==> src/rtl/tte_pkg.sv <==
// shared constants, types and helper function of the timer table engine
`default_nettype none
package tte_pkg;

    localparam int TABLE_DEPTH = 16;
    localparam int ID_LIMIT    = 8192;
    localparam int ADDR_W      = $clog2(TABLE_DEPTH);
    localparam int CNT_W       = $clog2(TABLE_DEPTH + 1);
    localparam int ID_W        = 14;
    localparam int ID_MOD_W    = $clog2(ID_LIMIT);
    localparam int TIME_W      = 32;
    localparam int KIND_W      = 8;
    localparam int WAIT_W      = 31;
    localparam int REM_W       = 40;
    localparam int HUNDREDTHS  = 100;

    typedef logic [2:0] op_t;
    localparam op_t OP_SET_REL   = 3'd0;
    localparam op_t OP_SET_ABS   = 3'd1;
    localparam op_t OP_ACK       = 3'd2;
    localparam op_t OP_DEL_ID    = 3'd3;
    localparam op_t OP_DEL_TRANS = 3'd4;
    localparam op_t OP_CHECK     = 3'd5;
    localparam op_t OP_REMAIN    = 3'd6;
    localparam op_t OP_GET       = 3'd7;

    typedef logic [1:0] status_t;
    localparam status_t ST_DONE    = 2'd0;
    localparam status_t ST_INVALID = 2'd1;
    localparam status_t ST_FULL    = 2'd2;

    typedef struct packed {
        logic [ID_W-1:0]   id;
        logic [TIME_W-1:0] expiry;
        logic [TIME_W-1:0] period;
        logic [TIME_W-1:0] trans;
        logic [KIND_W-1:0] kind;
    } entry_t;

    localparam int ENTRY_W = $bits(entry_t);

    // lowest clear bit of the occupancy mask
    function automatic logic [ADDR_W-1:0] first_zero(input logic [TABLE_DEPTH-1:0] mask);
        logic [ADDR_W-1:0] k;
        k = '0;
        for (int i = TABLE_DEPTH - 1; i >= 0; i--)
        begin
            if (!mask[i])
            begin
                k = ADDR_W'(i);
            end
        end
        return k;
    endfunction

endpackage
`default_nettype wire

==> src/rtl/tte_req_if.sv <==
// request channel of the timer table engine
`default_nettype none
interface tte_req_if;
    import tte_pkg::*;
    logic                valid;
    logic                ready;
    logic [2:0]          operation;
    logic [TIME_W-1:0]   now_seconds;
    logic [TIME_W-1:0]   time_value;
    logic                repeat_req;
    logic [TIME_W-1:0]   transaction;
    logic [KIND_W-1:0]   kind;
    logic [ID_W-1:0]     target_id;
    logic [WAIT_W-1:0]   wait_cap;

    modport source (output valid, operation, now_seconds, time_value, repeat_req,
                    transaction, kind, target_id, wait_cap, input ready);
    modport sink (input valid, operation, now_seconds, time_value, repeat_req,
                  transaction, kind, target_id, wait_cap, output ready);
endinterface
`default_nettype wire

==> src/rtl/tte_rsp_if.sv <==
// response channel of the timer table engine
`default_nettype none
interface tte_rsp_if;
    import tte_pkg::*;
    logic                    valid;
    logic                    ready;
    logic [1:0]              status;
    logic [ID_W-1:0]         result_id;
    logic signed [REM_W-1:0] remaining;
    logic [KIND_W-1:0]       kind_out;

    modport source (output valid, status, result_id, remaining, kind_out, input ready);
    modport sink (input valid, status, result_id, remaining, kind_out, output ready);
endinterface
`default_nettype wire

==> src/rtl/tte_ram.sv <==
// generic simple dual port ram with registered read
`default_nettype none
module tte_ram #(
    parameter int WIDTH = 8,
    parameter int DEPTH = 16
) (
    input  logic                     clk,
    input  logic                     we,
    input  logic [$clog2(DEPTH)-1:0] waddr,
    input  logic [WIDTH-1:0]         wdata,
    input  logic [$clog2(DEPTH)-1:0] raddr,
    output logic [WIDTH-1:0]         rdata
);
    logic [WIDTH-1:0] mem_reg [DEPTH];

    always_ff @(posedge clk)
    begin
        if (we)
        begin
            mem_reg[waddr] <= wdata;
        end
        rdata <= mem_reg[raddr];
    end
endmodule
`default_nettype wire

==> src/rtl/timer_table_engine.sv <==
// timer table engine top level: scan sequencer around the entry ram
//
// channel  dir  beat contents
// req      in   operation, now_seconds, time_value, repeat_req, transaction,
//                kind, target_id, wait_cap
// rsp      out  status, result_id, remaining, kind_out
//
// an item scans the table with one ram read per entry, then a drain step, eval and
// done; a hit stops the scan early
// removal adds a copy pass that moves each entry after the removed one down one slot
// rejected items (full table, zero id or tag) go straight to done without a scan
// reset empties the table and clears the id counter; ram contents stay undefined
// req is taken while a result still waits in the rsp register; done holds until it leaves
`default_nettype none
module timer_table_engine (
    input  wire logic clk,
    input  wire logic rst_n,
    tte_req_if.sink   req,
    tte_rsp_if.source rsp
);
    import tte_pkg::*;

    localparam logic [2:0] S_IDLE  = 3'd0;
    localparam logic [2:0] S_SCAN  = 3'd1;
    localparam logic [2:0] S_EVAL  = 3'd2;
    localparam logic [2:0] S_SHIFT = 3'd3;
    localparam logic [2:0] S_DONE  = 3'd4;

    logic [2:0]             state_reg, state_next;
    logic [CNT_W-1:0]       count_reg, count_next;
    logic [ID_W-1:0]        last_reg, last_next;
    logic [CNT_W-1:0]       rd_ptr_reg, rd_ptr_next;
    logic                   rvalid_reg, rvalid_next;
    logic                   out_valid_reg, out_valid_next;

    logic [CNT_W-1:0]       rd_idx_reg, rd_idx_next;
    op_t                    op_reg, op_next;
    logic [TIME_W-1:0]      now_reg, now_next;
    logic [TIME_W-1:0]      tval_reg, tval_next;
    logic                   rep_reg, rep_next;
    logic [TIME_W-1:0]      trans_reg, trans_next;
    logic [KIND_W-1:0]      kind_reg, kind_next;
    logic [ID_W-1:0]        tid_reg, tid_next;
    logic [WAIT_W-1:0]      maxw_reg, maxw_next;
    logic                   found_reg, found_next;
    logic [ADDR_W-1:0]      pos_reg, pos_next;
    entry_t                 hit_reg, hit_next;
    logic [TABLE_DEPTH-1:0] occ_reg, occ_next;
    logic [TIME_W-1:0]      min_reg, min_next;
    logic                   have_min_reg, have_min_next;
    status_t                status_reg, status_next;
    logic [ID_W-1:0]        rid_reg, rid_next;
    logic [REM_W-1:0]       rem_reg, rem_next;
    logic [KIND_W-1:0]      kout_reg, kout_next;
    status_t                o_status_reg, o_status_next;
    logic [ID_W-1:0]        o_rid_reg, o_rid_next;
    logic [REM_W-1:0]       o_rem_reg, o_rem_next;
    logic [KIND_W-1:0]      o_kout_reg, o_kout_next;

    logic                   ram_we;
    logic [ADDR_W-1:0]      ram_waddr;
    logic [ENTRY_W-1:0]     ram_wdata;
    logic [ADDR_W-1:0]      ram_raddr;
    logic [ENTRY_W-1:0]     ram_rdata;
    entry_t                 rd_entry;
    entry_t                 new_entry;
    logic [ID_MOD_W-1:0]    id_gap;
    logic [ADDR_W-1:0]      alloc_k;
    logic [ID_W-1:0]        alloc_id;
    logic [TIME_W-1:0]      diff;
    logic [REM_W-1:0]       prod;
    logic                   accept;

    tte_ram #(
        .WIDTH (ENTRY_W),
        .DEPTH (TABLE_DEPTH)
    ) u_ram (
        .clk   (clk),
        .we    (ram_we),
        .waddr (ram_waddr),
        .wdata (ram_wdata),
        .raddr (ram_raddr),
        .rdata (ram_rdata)
    );

    assign rd_entry  = entry_t'(ram_rdata);
    assign ram_raddr = rd_ptr_reg[ADDR_W-1:0];
    assign accept    = req.valid && req.ready;
    assign req.ready = (state_reg == S_IDLE);

    assign rsp.valid     = out_valid_reg;
    assign rsp.status    = o_status_reg;
    assign rsp.result_id = o_rid_reg;
    assign rsp.remaining = o_rem_reg;
    assign rsp.kind_out  = o_kout_reg;

    // distance of a stored id from the id after the last issued one, modulo ID_LIMIT
    assign id_gap   = ID_MOD_W'(rd_entry.id - ID_W'(1) - last_reg);
    assign alloc_k  = first_zero(occ_reg);
    assign alloc_id = ID_W'(ID_MOD_W'(last_reg + ID_W'(alloc_k))) + ID_W'(1);
    assign diff     = rd_entry.expiry - now_reg;
    assign prod     = REM_W'(min_reg) * REM_W'(HUNDREDTHS);

    always_comb
    begin
        new_entry.id     = (count_reg == '0) ? ID_W'(1) : alloc_id;
        new_entry.expiry = (op_reg == OP_SET_REL) ? now_reg + tval_reg : tval_reg;
        new_entry.period = (op_reg == OP_SET_REL && rep_reg) ? tval_reg : '0;
        new_entry.trans  = trans_reg;
        new_entry.kind   = kind_reg;
    end

    always_comb
    begin
        state_next     = state_reg;
        count_next     = count_reg;
        last_next      = last_reg;
        rd_ptr_next    = rd_ptr_reg;
        rvalid_next    = rvalid_reg;
        out_valid_next = out_valid_reg && !rsp.ready;
        rd_idx_next    = rd_idx_reg;
        op_next        = op_reg;
        now_next       = now_reg;
        tval_next      = tval_reg;
        rep_next       = rep_reg;
        trans_next     = trans_reg;
        kind_next      = kind_reg;
        tid_next       = tid_reg;
        maxw_next      = maxw_reg;
        found_next     = found_reg;
        pos_next       = pos_reg;
        hit_next       = hit_reg;
        occ_next       = occ_reg;
        min_next       = min_reg;
        have_min_next  = have_min_reg;
        status_next    = status_reg;
        rid_next       = rid_reg;
        rem_next       = rem_reg;
        kout_next      = kout_reg;
        o_status_next  = o_status_reg;
        o_rid_next     = o_rid_reg;
        o_rem_next     = o_rem_reg;
        o_kout_next    = o_kout_reg;
        ram_we         = 1'b0;
        ram_waddr      = '0;
        ram_wdata      = new_entry;

        unique case (state_reg)
            S_IDLE:
            begin
                if (accept)
                begin
                    op_next       = req.operation;
                    now_next      = req.now_seconds;
                    tval_next     = req.time_value;
                    rep_next      = req.repeat_req;
                    trans_next    = req.transaction;
                    kind_next     = req.kind;
                    tid_next      = req.target_id;
                    maxw_next     = req.wait_cap;
                    status_next   = ST_DONE;
                    rid_next      = '0;
                    rem_next      = '0;
                    kout_next     = '0;
                    found_next    = 1'b0;
                    occ_next      = '0;
                    have_min_next = 1'b0;
                    rd_ptr_next   = '0;
                    rvalid_next   = 1'b0;
                    state_next    = S_SCAN;
                    case (req.operation) inside
                        OP_SET_REL, OP_SET_ABS:
                        begin
                            if (count_reg == CNT_W'(TABLE_DEPTH))
                            begin
                                status_next = ST_FULL;
                                state_next  = S_DONE;
                            end
                        end
                        OP_ACK, OP_DEL_ID, OP_GET:
                        begin
                            if (req.target_id == '0)
                            begin
                                status_next = ST_INVALID;
                                state_next  = S_DONE;
                            end
                        end
                        OP_DEL_TRANS:
                        begin
                            if (req.transaction == '0)
                            begin
                                status_next = ST_INVALID;
                                state_next  = S_DONE;
                            end
                        end
                        default:
                        begin
                        end
                    endcase
                end
            end
            S_SCAN:
            begin
                if (rd_ptr_reg < count_reg)
                begin
                    rd_ptr_next = rd_ptr_reg + CNT_W'(1);
                    rvalid_next = 1'b1;
                    rd_idx_next = rd_ptr_reg;
                end
                else
                begin
                    rvalid_next = 1'b0;
                    if (!rvalid_reg)
                    begin
                        state_next = S_EVAL;
                    end
                end
                if (rvalid_reg)
                begin
                    case (op_reg) inside
                        OP_SET_REL, OP_SET_ABS:
                        begin
                            if (id_gap < ID_MOD_W'(TABLE_DEPTH))
                            begin
                                occ_next[id_gap[ADDR_W-1:0]] = 1'b1;
                            end
                        end
                        OP_ACK, OP_DEL_ID, OP_GET:
                        begin
                            found_next = (rd_entry.id == tid_reg);
                        end
                        OP_DEL_TRANS:
                        begin
                            found_next = (rd_entry.trans == trans_reg);
                        end
                        default:
                        begin
                            found_next = (rd_entry.expiry <= now_reg);
                            if (op_reg == OP_REMAIN && !(rd_entry.expiry <= now_reg)
                                && (!have_min_reg || diff < min_reg))
                            begin
                                min_next      = diff;
                                have_min_next = 1'b1;
                            end
                        end
                    endcase
                    if (found_next)
                    begin
                        pos_next    = rd_idx_reg[ADDR_W-1:0];
                        hit_next    = rd_entry;
                        rvalid_next = 1'b0;
                        state_next  = S_EVAL;
                    end
                end
            end
            S_EVAL:
            begin
                state_next  = S_DONE;
                rvalid_next = 1'b0;
                case (op_reg) inside
                    OP_SET_REL, OP_SET_ABS:
                    begin
                        ram_we     = 1'b1;
                        ram_waddr  = count_reg[ADDR_W-1:0];
                        ram_wdata  = new_entry;
                        count_next = count_reg + CNT_W'(1);
                        last_next  = new_entry.id;
                        rid_next   = new_entry.id;
                    end
                    OP_ACK, OP_DEL_ID, OP_GET, OP_DEL_TRANS:
                    begin
                        if (!found_reg)
                        begin
                            status_next = ST_INVALID;
                        end
                        else if (op_reg == OP_GET)
                        begin
                            kout_next = hit_reg.kind;
                        end
                        else if (op_reg == OP_ACK && hit_reg.period != '0)
                        begin
                            ram_we    = 1'b1;
                            ram_waddr = pos_reg;
                            ram_wdata = {hit_reg.id, hit_reg.expiry + hit_reg.period,
                                         hit_reg.period, hit_reg.trans, hit_reg.kind};
                        end
                        else
                        begin
                            rd_ptr_next = CNT_W'(pos_reg) + CNT_W'(1);
                            state_next  = S_SHIFT;
                        end
                    end
                    OP_CHECK:
                    begin
                        rid_next = found_reg ? hit_reg.id : '0;
                    end
                    default:
                    begin
                        if (count_reg == '0)
                        begin
                            rem_next = '1;
                        end
                        else if (found_reg)
                        begin
                            rem_next = '0;
                        end
                        else if (maxw_reg != '0 && prod > REM_W'(maxw_reg))
                        begin
                            rem_next = REM_W'(maxw_reg);
                        end
                        else
                        begin
                            rem_next = prod;
                        end
                    end
                endcase
            end
            S_SHIFT:
            begin
                if (rd_ptr_reg < count_reg)
                begin
                    rd_ptr_next = rd_ptr_reg + CNT_W'(1);
                    rvalid_next = 1'b1;
                    rd_idx_next = rd_ptr_reg;
                end
                else
                begin
                    rvalid_next = 1'b0;
                    if (!rvalid_reg)
                    begin
                        count_next = count_reg - CNT_W'(1);
                        state_next = S_DONE;
                    end
                end
                if (rvalid_reg)
                begin
                    ram_we    = 1'b1;
                    ram_waddr = ADDR_W'(rd_idx_reg - CNT_W'(1));
                    ram_wdata = ram_rdata;
                end
            end
            S_DONE:
            begin
                if (!out_valid_reg || rsp.ready)
                begin
                    out_valid_next = 1'b1;
                    o_status_next  = status_reg;
                    o_rid_next     = rid_reg;
                    o_rem_next     = rem_reg;
                    o_kout_next    = kout_reg;
                    state_next     = S_IDLE;
                end
            end
            default:
            begin
                state_next = S_IDLE;
            end
        endcase
    end

    always_ff @(posedge clk or negedge rst_n)
    begin
        if (!rst_n)
        begin
            state_reg     <= S_IDLE;
            count_reg     <= '0;
            last_reg      <= '0;
            rd_ptr_reg    <= '0;
            rvalid_reg    <= 1'b0;
            out_valid_reg <= 1'b0;
        end
        else
        begin
            state_reg     <= state_next;
            count_reg     <= count_next;
            last_reg      <= last_next;
            rd_ptr_reg    <= rd_ptr_next;
            rvalid_reg    <= rvalid_next;
            out_valid_reg <= out_valid_next;
        end
    end

    always_ff @(posedge clk)
    begin
        rd_idx_reg   <= rd_idx_next;
        op_reg       <= op_next;
        now_reg      <= now_next;
        tval_reg     <= tval_next;
        rep_reg      <= rep_next;
        trans_reg    <= trans_next;
        kind_reg     <= kind_next;
        tid_reg      <= tid_next;
        maxw_reg     <= maxw_next;
        found_reg    <= found_next;
        pos_reg      <= pos_next;
        hit_reg      <= hit_next;
        occ_reg      <= occ_next;
        min_reg      <= min_next;
        have_min_reg <= have_min_next;
        status_reg   <= status_next;
        rid_reg      <= rid_next;
        rem_reg      <= rem_next;
        kout_reg     <= kout_next;
        o_status_reg <= o_status_next;
        o_rid_reg    <= o_rid_next;
        o_rem_reg    <= o_rem_next;
        o_kout_reg   <= o_kout_next;
    end

    a_count_step: assert property (@(posedge clk) disable iff (!rst_n)
        count_reg != $past(count_reg) |->
            count_reg == $past(count_reg) + CNT_W'(1) ||
            count_reg == $past(count_reg) - CNT_W'(1))
        else $error("entry count jumped");

    a_write_in_table: assert property (@(posedge clk) disable iff (!rst_n)
        ram_we |-> CNT_W'(ram_waddr) <= count_reg)
        else $error("ram write beyond table");

    a_shift_nonempty: assert property (@(posedge clk) disable iff (!rst_n)
        state_reg == S_SHIFT |-> count_reg != '0)
        else $error("removal on empty table");

    a_accept_busy: assert property (@(posedge clk) disable iff (!rst_n)
        accept |=> state_reg != S_IDLE)
        else $error("accepted beat not started");
endmodule
`default_nettype wire
==> src/flat_wrapper.sv <==
// flat-port wrapper written by rule: the top's interface ports become plain ports
module timer_table_engine_flat import tte_pkg::*;
  (clk, rst_n, req_valid, req_operation, req_now_seconds, req_time_value, req_repeat_req, req_transaction, req_kind, req_target_id, req_wait_cap, req_ready, rsp_valid, rsp_status, rsp_result_id, rsp_remaining, rsp_kind_out, rsp_ready);
  tte_req_if req_i ();
  tte_rsp_if rsp_i ();
  input  wire logic clk;
  input  wire logic rst_n;
  input wire logic [$bits(req_i.valid)-1:0] req_valid;
  input wire logic [$bits(req_i.operation)-1:0] req_operation;
  input wire logic [$bits(req_i.now_seconds)-1:0] req_now_seconds;
  input wire logic [$bits(req_i.time_value)-1:0] req_time_value;
  input wire logic [$bits(req_i.repeat_req)-1:0] req_repeat_req;
  input wire logic [$bits(req_i.transaction)-1:0] req_transaction;
  input wire logic [$bits(req_i.kind)-1:0] req_kind;
  input wire logic [$bits(req_i.target_id)-1:0] req_target_id;
  input wire logic [$bits(req_i.wait_cap)-1:0] req_wait_cap;
  output wire logic [$bits(req_i.ready)-1:0] req_ready;
  output wire logic [$bits(rsp_i.valid)-1:0] rsp_valid;
  output wire logic [$bits(rsp_i.status)-1:0] rsp_status;
  output wire logic [$bits(rsp_i.result_id)-1:0] rsp_result_id;
  output wire logic [$bits(rsp_i.remaining)-1:0] rsp_remaining;
  output wire logic [$bits(rsp_i.kind_out)-1:0] rsp_kind_out;
  input wire logic [$bits(rsp_i.ready)-1:0] rsp_ready;
  assign req_i.valid = req_valid;
  assign req_i.operation = req_operation;
  assign req_i.now_seconds = req_now_seconds;
  assign req_i.time_value = req_time_value;
  assign req_i.repeat_req = req_repeat_req;
  assign req_i.transaction = req_transaction;
  assign req_i.kind = req_kind;
  assign req_i.target_id = req_target_id;
  assign req_i.wait_cap = req_wait_cap;
  assign req_ready = req_i.ready;
  assign rsp_valid = rsp_i.valid;
  assign rsp_status = rsp_i.status;
  assign rsp_result_id = rsp_i.result_id;
  assign rsp_remaining = rsp_i.remaining;
  assign rsp_kind_out = rsp_i.kind_out;
  assign rsp_i.ready = rsp_ready;
  timer_table_engine u_core (.clk(clk), .rst_n(rst_n), .req(req_i), .rsp(rsp_i));
endmodule
==> config.mk <==
export PLATFORM = sky130hd
export DESIGN_NAME = timer_table_engine_flat
export DESIGN_NICKNAME = d
export VERILOG_FILES = /design/src/rtl/tte_pkg.sv /design/src/rtl/tte_req_if.sv /design/src/rtl/tte_rsp_if.sv /design/src/rtl/tte_ram.sv /design/src/rtl/timer_table_engine.sv /design/src/flat_wrapper.sv
export SDC_FILE = /design/constraint.sdc
export NUM_CORES = 2
export LEC_CHECK = 0
export BUFFER_PORTS_ARGS = -buffer_cell sky130_fd_sc_hd__buf_2
export CAP_MARGIN = 5
export CORE_ASPECT_RATIO = 0.6
export CORE_MARGIN = 4
export CORE_UTILIZATION = 36
export CTS_CLUSTER_DIAMETER = 50
export CTS_CLUSTER_SIZE = 14
export DETAILED_ROUTE_END_ITERATION = 6
export SETUP_SLACK_MARGIN = 0.15
export SLEW_MARGIN = 20
export SYNTH_ARGS = -nofsm -noshare
export SYNTH_HDL_FRONTEND = slang
export SYNTH_SLANG_ARGS = --single-unit
==> constraint.sdc <==
create_clock -name clk -period 35.9 [get_ports clk]
set_clock_uncertainty 0.05 [all_clocks]
set_input_delay 1.795 -clock clk [delete_from_list [all_inputs] [get_ports clk]]
set_output_delay 1.795 -clock clk [all_outputs]
set_load 0.05 [all_outputs]
==> results.ini <==
[yosys]
seq_area_frac_synth = 0.707
synth-seq-cells = 2491
syn_area_per_cell_sq_um = 18.1
yosys_warnings = 0
yosys-top-cells-area = edfxtp_1 (68%), mux4_2 (13%), ha_1 (3.4%), dfxtp_1 (2.3%), nand2_1 (1.1%)
synth_top_area_cell = edfxtp_1
async_flop_share = 0.0112
synth_cells = 5753
synth_cell_types = 81
yosysTopAreaCellShare = 0.678
synth_fp_nets = 6223
synth_edf_count = 2345
synth_ff_type = edfxtp_1
synthesis.area_sq_um = 104000

[power_and_ir_drop]
p_clk_frac = 0.264
p_switching_w = 0.00270
power.internal_w = 0.00575
ir_drop_mv = 0.0614
p_per_area_nw_per_um2 = 72.2
netSwitchingFraction = 0.319
seq_power_share = 0.471
p_comb_frac = 0.265
leakage_nw = 39.1

[placement]
hpwl_um = 179000
port-buffer-count = 222
place.gp.congestion = 0.965
postPlaceCellArea_sq_um = 110000
place_ws_ps = 28880

[cts]
cts_resized = 0
cts_hold_buf = 0
clk_pin_slew_ps = 70
clockBufferDepth = 4
clk-insertion-delay-late_ps = 880
cts_root_buffer = clkbuf_16
cts_buffers = 215
cts_tree = done
htreeDepth = 4
cts.sinks = 2491
post_cts_buffers = 0

[timing]
rsz0062_at_grt = no
fmax_ghz = 0.140
fin_ws_ps = 28740
fin_crit_sh = 0.199
slew_viol_final = 0
setup_tns_ps = 0
maxSlewHeadroom = 0.245
worst_slew_pin_slew_ps = 1130
setup_viol_count_final = 0
hold_viol_final = 0
period_needed_ps = 7160

[grt]
gr-total-overflow = 0
grt_antenna_before_repair = 15
grt_pass1_vias = 55000
grt_pass1_wl_um = 410000
grt_max_degree = 158
grt_use_total = 0.189

[route]
num_vias = 56900
via_per_inst = 5.61
post_drt_wl_per_cell_um = 28.3
detail-route-antenna-nets = 0
drt_iter0_markers = 7264
drtPass1Iterations = 6
wl_um = 287000
drc = 0

[cells_and_area]
multiInputGateArea_sq_um = 28800
register_area_sq_um = 73500
finalNetCount = 6599
num-fill-cells = 25400
drive_gt1_frac = 0.206
area_growth_pct = 12.6
finalInstanceArea_sq_um = 117000
largest_reg_flops = 1888

[setup_path]
r2r_slack_ps = 28740
cp-start-kind = flip-flop
cp-end-kind = flip-flop
setup.worst_path.start = u_core.state_reg[0]
cp.required_ps = 36270
critical_path_class = flip-flop to flip-flop
r2r-start = u_core.state_reg[0]
r2r_cells = 9
endpoint = u_core.u_ram.mem_reg[11][6]
arrival_ps = 7530
r2r-end = u_core.u_ram.mem_reg[11][6]
path_max_fanout = 57

[die]
die_area_sq_um = 298000
fp-row-count = 152
pin_count = 223
start_util = 0.363
die_x_um = 702
core_area_sq_um = 287000
dieHeight_um = 424

[run_status]
status = finished, final reports clean

[min_path]
hp-class = flip-flop to flip-flop

[flow_run]
maxCapViolCount = 0

## cell usage in the layout (no fill, tap or decap), types with 14 or more instances in the layout
cell       instances
edfxtp_1        2345
mux4_2           590
nand2_1          315
ha_1             280
inv_1            266
buf_2            223
clkbuf_16        220
a21oi_1          216
o21ai_0          192
nor2_1           165
buf_4            165
clkbuf_1         130
dfxtp_1          118
xnor2_1          109
a22oi_1          105
a21o_1            93
xor2_1            81
nor3_1            56
nand3_1           42
nand4_1           39
nor4_1            38
fa_1              33
nor2b_1           31
a221o_1           27
and2_1            23
dfrtp_1           23
nand2b_1          21
a31oi_1           20
nor2_4            19
a211oi_1          19
o21bai_1          18
o21a_1            16
mux2i_1           16
and3_1            15
o211ai_1          14
## worst min-delay path by stage
stage	startpoint	endpoint	slack (ps)	cells after the start
floorplan	u_core.kout_reg[0]	u_core.rsp.kind_out[0]	350	0
global placement	u_core.rem_reg[39]	u_core.rsp.remaining[39]	360	0
detailed placement	u_core.rem_reg[20]	u_core.rsp.remaining[20]	350	0
CTS	u_core.rem_reg[32]	u_core.rsp.remaining[32]	360	0
global route	u_core.rem_reg[32]	u_core.rsp.remaining[32]	370	0
finish	u_core.u_ram.rdata[7]	u_core.hit_reg[7]	350	0
## synth_stat cells (all sizes together), types with 81 or more instances
cell type / instances
nor2: 186
o21ai: 200
a22oi: 105
inv: 266
xor2: 81
dfxtp: 118
edfxtp: 2345
clkbuf: 172
mux4: 590
nand2: 315
a21o: 93
xnor2: 109
a21oi: 216
ha: 280
## cell type report
type	count	share of cell area
tap	3850	0.0412
clock buffer	354	0.0517
sequential	2491	0.628
antenna	2	0.0000428
timing repair buffer	392	0.0210
multi-input combinational	2762	0.246
inverter	267	0.00857
clock inverter	27	0.00325
## per-layer routing
layer  vias up  wire length (um)  GRT usage
li1      23800                 -          -
met4         0              4580     0.0299
met5         -                 0          0
met2      2730            123000      0.272
met3       325             28300     0.0472
met1     30000            131000      0.294
## power by group through the flow
stage | sequential (W) | clock, W | combinational (W)
floorplan | 0.00392 | 0 | 0.00150
global placement | 0.00403 | 0 | 0.00217
detailed placement | 0.00403 | 0 | 0.00220
CTS | 0.00397 | 0.00228 | 0.00221
global route | 0.00399 | 0.00241 | 0.00242
finish | 0.00398 | 0.00223 | 0.00224
## logic make-up (layout without fill, tap and decap cells)
| kind of cell | count (synthesis) | after routing | synth area share |
|---|---|---|---|
| flip-flops | 2491 | 2491 | 0.707 |
| AO/OA/AOI/OAI | 833 | 833 | 0.0521 |
| AND/OR/NAND/NOR | 819 | 819 | 0.0369 |
| multiplexers | 606 | 606 | 0.129 |
| buffers and inverters | 500 | 1040 | 0.0182 |
| adder cells (fa/ha/maj) | 314 | 314 | 0.0402 |
| XOR/XNOR | 190 | 190 | 0.0160 |
| other | 0 | 2 | 0 |
## critical path, cell delays in order (launching register included)
cell      delay (ps)
dfrtp_1          920
nor2b_1          560
and3_4           570
buf_4            890
a222oi_1         320
nand2b_1         430
nor2_4           600
buf_4            740
buf_4            680
buf_4            780
## per-stage QoR
stage	utilization	hold slack, ps	power (W)	cells
final	0.408	353	0.00845	10100
after global routing	0.408	365	0.00882	10100
after global placement	0.385	356	0.00620	9757
after CTS	0.408	363	0.00846	10100
after detailed placement	0.385	355	0.00623	9757
after floorplan	-	350	0.00542	5753
(Power assumes the default switching activity.)
